<file path="config.mk">
export PLATFORM = sky130hd
export DESIGN_NAME = mecanum_joystick_motor_mixer_top
export DESIGN_NICKNAME = d
export VERILOG_FILES = /design/src/sv/mjm_pkg.sv /design/src/sv/mjm_in_reg.sv /design/src/sv/mjm_mix.sv /design/src/sv/mecanum_joystick_motor_mixer_top.sv
export SDC_FILE = /design/constraint.sdc
export NUM_CORES = 1
export LEC_CHECK = 0
export ABC_CLOCK_PERIOD_IN_PS = 12900
export CAP_MARGIN = 20
export CORE_MARGIN = 5
export CORE_UTILIZATION = 30
export CTS_CLUSTER_DIAMETER = 60
export DETAILED_ROUTE_END_ITERATION = 6
export DONT_BUFFER_PORTS = 1
export GPL_TIMING_DRIVEN = 0
export PLACE_DENSITY_LB_ADDON = 0.15
export SYNTH_ARGS = -nofsm -noshare
export SYNTH_HDL_FRONTEND = slang
export SYNTH_HIERARCHICAL = 1
export SYNTH_SLANG_ARGS = --single-unit
</file>
<file path="constraint.sdc">
create_clock -name clk -period 12.9 [get_ports clk]
set_input_delay 0.645 -clock clk [delete_from_list [all_inputs] [get_ports clk]]
set_output_delay 0.645 -clock clk [all_outputs]
set_load 0.05 [all_outputs]
</file>
<file path="src/sv/mjm_pkg.sv">
`default_nettype none

package mjm_pkg;

    // Event codes carried on the action field
    typedef enum logic [2:0] {
        ACT_X_AXIS       = 3'd0,
        ACT_Y_AXIS       = 3'd1,
        ACT_OTHER_AXIS   = 3'd2,
        ACT_LEFT_ROTATE  = 3'd3,
        ACT_RIGHT_ROTATE = 3'd4,
        ACT_OTHER_KEY    = 3'd5,
        ACT_OTHER_EVENT  = 3'd6
    } action_t;

    // Rotate modes
    typedef enum logic [1:0] {
        MODE_NONE  = 2'd0,
        MODE_LEFT  = 2'd1,
        MODE_RIGHT = 2'd2
    } mode_t;

    localparam int unsigned ACTION_W = 3;
    localparam int unsigned VALUE_W  = 8;
    localparam int unsigned DUTY_W   = 7;

    localparam logic [DUTY_W-1:0]  OFFSET_RESET   = 7'd50;
    localparam logic [VALUE_W-1:0] AXIS_RESET     = 8'd127;
    localparam logic [VALUE_W-1:0] BUTTON_PRESSED = 8'd1;

    // One input word held in the input register
    typedef struct packed {
        logic [ACTION_W-1:0] action;
        logic [VALUE_W-1:0]  value;
    } item_t;

    // Direction and duty of one wheel
    typedef struct packed {
        logic              forward;
        logic [DUTY_W-1:0] duty;
    } wheel_t;

endpackage

`default_nettype wire

</file>
<file path="src/sv/mjm_in_reg.sv">
`default_nettype none

module mjm_in_reg
    import mjm_pkg::*;
(
    input  wire logic                clk,
    input  wire logic                rst_n,
    input  wire logic                in_valid,
    output logic                     in_ready,
    input  wire logic [ACTION_W-1:0] action,
    input  wire logic [VALUE_W-1:0]  event_value,
    output logic                     item_valid,
    output item_t                    item,
    input  wire logic                item_take
);

    logic  valid_reg;
    logic  valid_next;
    item_t item_reg;

    // Accept a new word when the register is empty or drains this cycle
    assign in_ready = !valid_reg || item_take;

    always_comb
    begin
        valid_next = valid_reg;
        if (in_ready)
        begin
            valid_next = in_valid;
        end
    end

    // Hold the control bit under reset
    always_ff @(posedge clk or negedge rst_n)
    begin
        if (!rst_n)
        begin
            valid_reg <= 1'b0;
        end
        else
        begin
            valid_reg <= valid_next;
        end
    end

    // Capture the payload on accept
    always_ff @(posedge clk)
    begin
        if (in_valid && in_ready)
        begin
            item_reg.action <= action;
            item_reg.value  <= event_value;
        end
    end

    assign item_valid = valid_reg;
    assign item       = item_reg;

endmodule

`default_nettype wire

</file>
<file path="src/sv/mjm_mix.sv">
`default_nettype none

module mjm_mix
    import mjm_pkg::*;
(
    input  wire logic              clk,
    input  wire logic              rst_n,
    input  wire logic              cfg_write_en,
    input  wire logic [DUTY_W-1:0] cfg_write_data,
    input  wire logic              item_valid,
    input  wire item_t             item,
    output logic                   item_take,
    output logic                   out_valid,
    input  wire logic              out_ready,
    output wheel_t                 lf_wheel,
    output wheel_t                 rf_wheel,
    output wheel_t                 lr_wheel,
    output wheel_t                 rr_wheel
);

    // Map an axis position 0..255 to v*200/255 - 100
    function automatic logic signed [9:0] scale_axis(input logic [VALUE_W-1:0] v);
        logic [15:0] p;
        logic [15:0] q;
        begin
            p = ({8'b0, v} << 7) + ({8'b0, v} << 6) + ({8'b0, v} << 3);
            q = (p + (p >> 8) + 16'd1) >> 8;
            scale_axis = $signed({2'b00, q[7:0]}) - 10'sd100;
        end
    endfunction

    // Clamp to -100..100 and split into direction and duty
    function automatic wheel_t clamp_wheel(input logic signed [9:0] s);
        logic signed [9:0] c;
        logic        [9:0] m;
        wheel_t            w;
        begin
            if (s > 10'sd100)
            begin
                c = 10'sd100;
            end
            else if (s < -10'sd100)
            begin
                c = -10'sd100;
            end
            else
            begin
                c = s;
            end
            m         = c[9] ? 10'(-c) : 10'(c);
            w.forward = !c[9];
            w.duty    = m[DUTY_W-1:0];
            clamp_wheel = w;
        end
    endfunction

    logic [VALUE_W-1:0] x_reg;
    logic [VALUE_W-1:0] x_next;
    logic [VALUE_W-1:0] y_reg;
    logic [VALUE_W-1:0] y_next;
    mode_t              mode_reg;
    mode_t              mode_next;
    logic [DUTY_W-1:0]  offset_reg;
    logic               out_valid_reg;
    logic               out_valid_next;
    wheel_t             lf_reg;
    wheel_t             rf_reg;
    wheel_t             lr_reg;
    wheel_t             rr_reg;

    logic               produce;
    logic signed [9:0]  xs;
    logic signed [9:0]  ys;
    logic signed [9:0]  off;
    logic signed [9:0]  lf_s;
    logic signed [9:0]  rf_s;
    logic signed [9:0]  lr_s;
    logic signed [9:0]  rr_s;

    // Decode the event into the state it leaves
    always_comb
    begin
        x_next    = x_reg;
        y_next    = y_reg;
        mode_next = mode_reg;
        produce   = 1'b1;
        case (item.action)
            ACT_X_AXIS:
            begin
                x_next = item.value;
            end
            ACT_Y_AXIS:
            begin
                y_next = item.value;
            end
            ACT_LEFT_ROTATE:
            begin
                mode_next = (item.value == BUTTON_PRESSED) ? MODE_LEFT : MODE_NONE;
            end
            ACT_RIGHT_ROTATE:
            begin
                mode_next = (item.value == BUTTON_PRESSED) ? MODE_RIGHT : MODE_NONE;
            end
            ACT_OTHER_AXIS, ACT_OTHER_KEY:
            begin
                produce = 1'b1;
            end
            default:
            begin
                produce = 1'b0;
            end
        endcase
    end

    // Advance when the word makes no result or the result register has room
    assign item_take = item_valid && (!produce || !out_valid_reg || out_ready);

    // Mix the updated axes into four wheel speeds, adding or subtracting the rotate offset in a rotate mode
    always_comb
    begin
        xs   = scale_axis(x_next);
        ys   = -scale_axis(y_next);
        off  = $signed({3'b000, offset_reg});
        lf_s = ys + xs;
        rf_s = ys - xs;
        lr_s = ys - xs;
        rr_s = ys + xs;
        case (mode_next)
            MODE_LEFT:
            begin
                lf_s = ys + xs - off;
                rf_s = ys - xs + off;
                lr_s = ys - xs - off;
                rr_s = ys + xs + off;
            end
            MODE_RIGHT:
            begin
                lf_s = ys + xs + off;
                rf_s = ys - xs - off;
                lr_s = ys - xs + off;
                rr_s = ys + xs - off;
            end
            default:
            begin
                lf_s = ys + xs;
            end
        endcase
    end

    always_comb
    begin
        out_valid_next = out_valid_reg;
        if (item_take && produce)
        begin
            out_valid_next = 1'b1;
        end
        else if (out_ready)
        begin
            out_valid_next = 1'b0;
        end
    end

    // Hold state, offset and result valid
    always_ff @(posedge clk or negedge rst_n)
    begin
        if (!rst_n)
        begin
            x_reg         <= AXIS_RESET;
            y_reg         <= AXIS_RESET;
            mode_reg      <= MODE_NONE;
            offset_reg    <= OFFSET_RESET;
            out_valid_reg <= 1'b0;
        end
        else
        begin
            if (cfg_write_en)
            begin
                offset_reg <= cfg_write_data;
            end
            if (item_take)
            begin
                x_reg    <= x_next;
                y_reg    <= y_next;
                mode_reg <= mode_next;
            end
            out_valid_reg <= out_valid_next;
        end
    end

    // Load the result word
    always_ff @(posedge clk)
    begin
        if (item_take && produce)
        begin
            lf_reg <= clamp_wheel(lf_s);
            rf_reg <= clamp_wheel(rf_s);
            lr_reg <= clamp_wheel(lr_s);
            rr_reg <= clamp_wheel(rr_s);
        end
    end

    assign out_valid = out_valid_reg;
    assign lf_wheel  = lf_reg;
    assign rf_wheel  = rf_reg;
    assign lr_wheel  = lr_reg;
    assign rr_wheel  = rr_reg;

endmodule

`default_nettype wire

</file>
<file path="src/sv/mecanum_joystick_motor_mixer_top.sv">
// Channel   Handshake              Word
// input     in_valid / in_ready    action, event_value
// output    out_valid / out_ready  {left,right}_{front,rear}_{forward,duty}
// config    cfg_write_en           cfg_write_data (rotate offset)
//
// One word is accepted per cycle while in_ready is high; it is held in the
// input register, and its result is then loaded into the result register,
// where out_valid rises. The path between them is a constant scaling of each
// axis, a 10-bit add and a clamp per wheel. Reset restores axes to 127, no
// rotation, offset 50. A stalled result holds its register; the input register
// keeps taking words that make no result.
`default_nettype none

module mecanum_joystick_motor_mixer_top
    import mjm_pkg::*;
(
    input  wire logic                clk,
    input  wire logic                rst_n,
    input  wire logic                cfg_write_en,
    input  wire logic [DUTY_W-1:0]   cfg_write_data,
    input  wire logic                in_valid,
    output logic                     in_ready,
    input  wire logic [ACTION_W-1:0] action,
    input  wire logic [VALUE_W-1:0]  event_value,
    output logic                     out_valid,
    input  wire logic                out_ready,
    output logic                     left_front_forward,
    output logic [DUTY_W-1:0]        left_front_duty,
    output logic                     right_front_forward,
    output logic [DUTY_W-1:0]        right_front_duty,
    output logic                     left_rear_forward,
    output logic [DUTY_W-1:0]        left_rear_duty,
    output logic                     right_rear_forward,
    output logic [DUTY_W-1:0]        right_rear_duty
);

    logic   item_valid;
    item_t  item;
    logic   item_take;
    wheel_t lf_wheel;
    wheel_t rf_wheel;
    wheel_t lr_wheel;
    wheel_t rr_wheel;

    mjm_in_reg u_in_reg (
        .clk         (clk),
        .rst_n       (rst_n),
        .in_valid    (in_valid),
        .in_ready    (in_ready),
        .action      (action),
        .event_value (event_value),
        .item_valid  (item_valid),
        .item        (item),
        .item_take   (item_take)
    );

    mjm_mix u_mix (
        .clk            (clk),
        .rst_n          (rst_n),
        .cfg_write_en   (cfg_write_en),
        .cfg_write_data (cfg_write_data),
        .item_valid     (item_valid),
        .item           (item),
        .item_take      (item_take),
        .out_valid      (out_valid),
        .out_ready      (out_ready),
        .lf_wheel       (lf_wheel),
        .rf_wheel       (rf_wheel),
        .lr_wheel       (lr_wheel),
        .rr_wheel       (rr_wheel)
    );

    assign left_front_forward  = lf_wheel.forward;
    assign left_front_duty     = lf_wheel.duty;
    assign right_front_forward = rf_wheel.forward;
    assign right_front_duty    = rf_wheel.duty;
    assign left_rear_forward   = lr_wheel.forward;
    assign left_rear_duty      = lr_wheel.duty;
    assign right_rear_forward  = rr_wheel.forward;
    assign right_rear_duty     = rr_wheel.duty;

endmodule

`default_nettype wire

</file>
==> reports/qor.txt, run 1 <==
Status: finished clean
CP startpoint kind: flip-flop
List of most frequent post-synthesis cells: ha_1, nor2_1, inv_1
RSZ-0062 raised after global routing: no
Ys async rst share: 38.57%
Final Instance Count excl. Fillers: 1456
CP delay by family, top: compound AO/OA/AOI/OAI gates
Initial Util: 30.31%
Area leader, netlist: edfxtp_1
Antenna Nets Post-Route: 0
Synth Area in XOR/XNOR: 7.651%
Final Net Count: 1200
Setup Total Neg Slack: 0 ns
Die Y: 180.3 µm
Site Rows: 62
Num CTS Buffers: 9
Synth Area in Simple Gates: 18.02%
Core area: 28700 µm²
Overflow after GRT: 0
CP max FO: 9
Critical Path Most Common Cell: ha_1
Post-synthesis mux area share: 3.667%
Max cap viols: 0
Fin crit period: 11.78 ns
Most numerous cell in the Yosys netlist: ha_1
Area after DPL: 9215 µm²
Setup violations, final: 0
First-pass GRT wire length: 39770 µm
CTS sink cnt: 70
YS warnings: 6
CTS clk-pin slew, worst paths: 0.07 ns
CTS tree: yes
Critical path arrival: 11.86 ns
Relative slew slack: 36.89%
Largest net degree at the start of global routing: 33
Actual slew at the worst max-slew pin: 0.9368 ns
Antenna violations before repair: 0
Syn Nets: 1186
# DRC: 0
Largest register FFs: 11
Dpl cells: 1439
Layout cell share with drive strength beyond 1: 6.810%
Setup Fix Bufs, Post-CTS: 0
Global Route Usage Sum: 14.90%
ANT cells: 0
RePlAce Congestion: 0.8687
HP Class: input pin to async pin
Post-layout util: 33.16%
Die area: 32500 µm²
Post-synth top area share: 14.84%
Crit Path Category: flip-flop to flip-flop
Routed WL: 24450 µm
CTS Root Cell: clkbuf_16
Synth Area in Compound Gates: 25.03%
Cell area after layout: 9519 µm²
I/O Pins: 57
Hold Vio Cnt, Final: 0
Synth Area per Inst: 8.262 µm²
Worst reg2reg startpoint: u_in_reg/item[9]
Max clock buf depth: 2
Main combinational cell family by area after synthesis: compound AO/OA/AOI/OAI gates
Post-synthesis sequential area ratio: 22.85%
Fmax achieved: 84.89 MHz
WP buf/inv: 8
Critical path's slowest cell: edfxtp_1
Initial drt markers: 499
Post-synth EDFFs: 43
Reg2reg setup slack: 1.12 ns
Fillers: 3043
CP max stage delay: 0.50 ns
Die Width: 180.3 µm
Ys flop type: edfxtp_1
Htree depth: 3
CP startpoint: u_in_reg/item[9]
Vias in the first global route: 7470
Yosys reg bits: 70
R2R cell count: 50
Synth Area in Adders: 17.29%
Tcrit/Tclk final: 91.32%
Clk_skew: 0.01260 ns
Post-DP HPWL: 19580 µm
Pre-antenna DRT Iters: 5
Area Growth Syn to Fin: 9.420%
Syn Inst Count: 1053
Leading cell types by total area after synthesis: edfxtp_1, ha_1, dfstp_2
Worst-skew pair later-pin latency: 0.35 ns
RR Endpoint: u_mix/lf_wheel[6]
I/O Buffers: 0
Via-to-Cell Ratio: 5.173
Count of cell types in the netlist: 87
CP required: 12.98 ns
Vias: 7532
Worst Setup End Kind: flip-flop
Max Slew Vio Count: 0
Routed WL per cell: 16.79 µm
Mapped Area: 8700 µm²
[metal layers]
| layer | global-route usage [%] | wire length [µm] | vias to the layer above |
|---|---|---|---|
| li1 | - | - | 3850 |
| met1 | 19.00 | 11320 | 3521 |
| met2 | 25.76 | 11770 | 129 |
| met3 | 2.442 | 659 | 32 |
| met4 | 4.779 | 699 | 0 |
| met5 | 0 | 0 | - |
[worst register-to-register path, delay by kind of cell, from the launching register on]
kind | cells | cell delay [ns]
XOR/XNOR | 3 | 0.80
multiplexers | 1 | 0.42
flip-flops | 1 | 0.50
AO/OA/AOI/OAI | 16 | 3.60
adder cells (fa/ha/maj) | 8 | 2.29
AND/OR/NAND/NOR | 14 | 2.30
buffers and inverters | 8 | 1.57
[logic make-up after synthesis]
kind of cell / after synthesis
mux: 30
fa+ha+maj: 112
xor+xnor: 76
simple gates: 313
flops: 70
compound gates: 326
buf+inv: 126
[cell usage in the layout, fill, tap and decap left out, types with 17 or more instances in the layout]
master	n
nor3_1	19
edfxtp_1	43
o21ai_0	80
ha_1	96
clkbuf_1	30
a21oi_1	73
nor2_1	93
xor2_1	27
nand2_1	74
mux2i_1	24
dfstp_2	17
a21o_1	18
xnor2_1	49
inv_1	87
and2_1	17
[cell type report]
cell class / count / area (µm²) / area share (%)
Sequential cell: 70 / 1988 / 20.89
Clock buffer: 9 / 225.2 / 2.366
Buffer: 35 / 136.4 / 1.433
Inverter: 91 / 341.6 / 3.588
Multi-Input combinational cell: 857 / 6246 / 65.62
Tap cell: 384 / 480.5 / 5.047
Clock inverter: 7 / 63.81 / 0.6703
Timing Repair Buffer: 3 / 37.54 / 0.3943
[per-stage QoR]
stage          hold WS, ns  setup slack, ns
3_5_place_dp        0.3508           0.9582
6_report            0.1416            1.120
3_3_place_gp        0.3508           0.7748
4_1_cts             0.1205           0.9086
2_1_floorplan       0.3494            2.556
5_1_grt             0.1161          0.06395
[worst max-delay path by stage]
| stage | to | slack, ns | depth (start not counted) |
|---|---|---|---|
| floorplan | u_mix/rf_wheel[6] | 2.56 | 47 |
| global placement | u_mix/rf_wheel[5] | 0.77 | 45 |
| detailed placement | u_mix/lf_wheel[6] | 0.96 | 48 |
| CTS | u_mix/lf_wheel[6] | 0.91 | 48 |
| global route | u_mix/lf_wheel[6] | 0.06 | 51 |
| finish | u_mix/lf_wheel[6] | 1.12 | 50 |
[repair_timing]
| action | CTS | global route |
|---|---|---|
| setup endpoints to repair | 0 | 2 |
| hold buffers | 1 | 0 |
| hold endpoints to repair | 10 | 0 |
| resized for setup | 0 | 2 |
Power of run 1 is not shown: default switching activity piles up to over one toggle a cycle in this logic, so the estimate is an artifact.
==> inputs of run 2 (changes only) <==
--- a/config.mk
+++ b/config.mk
@@ -14,6 +14,7 @@
 export DONT_BUFFER_PORTS = 1
 export GPL_TIMING_DRIVEN = 0
 export PLACE_DENSITY_LB_ADDON = 0.15
+export RECOVER_POWER = 50
 export SYNTH_ARGS = -nofsm -noshare
 export SYNTH_HDL_FRONTEND = slang
 export SYNTH_HIERARCHICAL = 1
==> reports/qor.txt, run 2 (synthesized netlist as in run 1, its figures left out) <==
Core area: 28700 µm² (unchanged)
Most frequent cells in the layout: ha_1, nor2_1, inv_1 (unchanged)
Critical path's slowest cell: edfxtp_1 (unchanged)
Largest register FFs: 11 (unchanged)
Vias in the first global route: 7470 (unchanged)
Relative slew slack: -29.51% (was 36.89%)
Final Net Count: 1200 (unchanged)
Via-to-Cell Ratio: 5.168 (was 5.173)
Routed WL per cell: 16.79 µm (about the same)
Setup Total Neg Slack: 0 ns (unchanged)
Overflow after GRT: 0 (unchanged)
Worst reg2reg startpoint: u_in_reg/item[9] (unchanged)
Setup violations, final: 0 (unchanged)
Htree depth: 3 (unchanged)
Post-DP HPWL: 19580 µm (unchanged)
First-pass GRT wire length: 39770 µm (unchanged)
CTS tree: yes (unchanged)
Initial drt markers: 505 (was 499)
CP required: 12.98 ns (about the same)
Antenna Nets Post-Route: 0 (unchanged)
Initial Util: 30.31% (unchanged)
R2R cell count: 50 (unchanged)
Critical path arrival: 11.86 ns (about the same)
Fin crit period: 11.78 ns (about the same)
Die area: 32500 µm² (unchanged)
Antenna violations before repair: 0 (unchanged)
RR Endpoint: u_mix/lf_wheel[6] (unchanged)
I/O Pins: 57 (unchanged)
Crit Path Category: flip-flop to flip-flop (unchanged)
Max cap viols: 1 (was 0)
Status: finished with violations (was finished clean)
Die Width: 180.3 µm (unchanged)
CP startpoint kind: flip-flop (unchanged)
Hold Vio Cnt, Final: 0 (unchanged)
CTS sink cnt: 70 (unchanged)
RSZ-0062 raised after global routing: no (unchanged)
CP max FO: 9 (unchanged)
# DRC: 0 (unchanged)
I/O Buffers: 0 (unchanged)
Site Rows: 62 (unchanged)
Worst Setup End Kind: flip-flop (unchanged)
CTS clk-pin slew, worst paths: 0.07 ns (about the same)
Commonest non-fill, non-tap cell in the layout: ha_1 (unchanged)
Layout cell share with drive strength beyond 1: 6.437% (was 6.810%)
Area Growth Syn to Fin: 9.233% (was 9.420%)
Fmax achieved: 84.90 MHz (was 84.89 MHz)
Clk_skew: 0.01278 ns (was 0.01260 ns)
HP Class: input pin to async pin (unchanged)
Reg2reg setup slack: 1.12 ns (about the same)
CTS Root Cell: clkbuf_16 (unchanged)
Setup Fix Bufs, Post-CTS: 0 (unchanged)
Worst-skew pair later-pin latency: 0.35 ns (about the same)
Global Route Usage Sum: 14.90% (unchanged)
Routed WL: 24440 µm (was 24450 µm)
Tcrit/Tclk final: 91.31% (was 91.32%)
Max Slew Vio Count: 33 (was 0)
Num CTS Buffers: 9 (unchanged)
ANT cells: 0 (unchanged)
Violated checks: max-capacitance violations, max-slew violations
Die Y: 180.3 µm (unchanged)
CP max stage delay: 0.50 ns (about the same)
Actual slew at the worst max-slew pin: 1.943 ns (was 0.9368 ns)
Max clock buf depth: 2 (unchanged)
Pre-antenna DRT Iters: 5 (unchanged)
Critical Path Most Common Cell: ha_1 (unchanged)
RePlAce Congestion: 0.8687 (unchanged)
Largest net degree at the start of global routing: 33 (unchanged)
Vias: 7525 (was 7532)
[run 2: cell types whose count changed in the layout (fill, tap and decap cells not counted)]
cell,previous run,this run
buf_12,1,0
clkbuf_1,30,31
dfstp_2,17,14
dfstp_1,0,3
[run 2: repair_timing]
item / 4_1_cts / 5_1_grt
hold buffers: 1 / 0
hold endpoints to repair: 10 / 0
resized for setup: 0 / 2
endpoints found under the setup margin: 0 / 2
[run 2: worst max-delay path, delay by kind of cell (launching register included)]
| kind | cells | cell delay [ns] |
|---|---|---|
| XOR/XNOR | 3 | 0.80 |
| flip-flops | 1 | 0.50 |
| AND/OR/NAND/NOR | 14 | 2.30 |
| adder cells (fa/ha/maj) | 8 | 2.29 |
| buffers and inverters | 8 | 1.57 |
| multiplexers | 1 | 0.42 |
| AO/OA/AOI/OAI | 16 | 3.60 |
[run 2: layout make-up]
class	count	area, µm²
fill	3046	19200
clock inverter	7	63.81
inverter	91	341.6
buffer	35	136.4
tap	384	480.5
clock buffer	9	225.2
multi-input combinational	857	6246
timing repair buffer	3	21.27
sequential	70	1988
[run 2: worst max path at each step]
stage	start	to	slack [ns]	cells past startpoint
after global routing	u_in_reg/item[9]	u_mix/lf_wheel[6]	0.06	51
final	u_in_reg/item[9]	u_mix/lf_wheel[6]	1.12	50
after floorplan	u_in_reg/item[9]	u_mix/rf_wheel[6]	2.56	47
after global placement	u_in_reg/item[9]	u_mix/rf_wheel[5]	0.77	45
after CTS	u_in_reg/item[9]	u_mix/lf_wheel[6]	0.91	48
after detailed placement	u_in_reg/item[9]	u_mix/lf_wheel[6]	0.96	48
[run 2: layer usage]
metal | up-vias | GRT usage, % | share of wire (%) | wire length (µm)
li1 | 3848 | - | - | -
met1 | 3520 | 19.00 | 46 | 11340
met2 | 127 | 25.76 | 48 | 11780
met3 | 30 | 2.442 | 2.6 | 642
met4 | 0 | 4.779 | 2.8 | 686
met5 | - | 0 | 0 | 0
[run 2: per-stage QoR]
| step | util [%] | std cells | hold WS [ns] | worst slack, ns | cell area (µm²) |
|---|---|---|---|---|---|
| floorplan | - | 1053 | 0.3494 | 2.556 | 8700 |
| global placement | 31.98 | 1437 | 0.3508 | 0.7748 | 9180 |
| detailed placement | 32.11 | 1439 | 0.3508 | 0.9582 | 9215 |
| CTS | 33.15 | 1456 | 0.1205 | 0.9086 | 9514 |
| global route | 33.11 | 1456 | 0.1173 | 0.06395 | 9503 |
| finish | 33.11 | 1456 | 0.1414 | 1.121 | 9503 |
Power of run 2 is left out for the same reason.
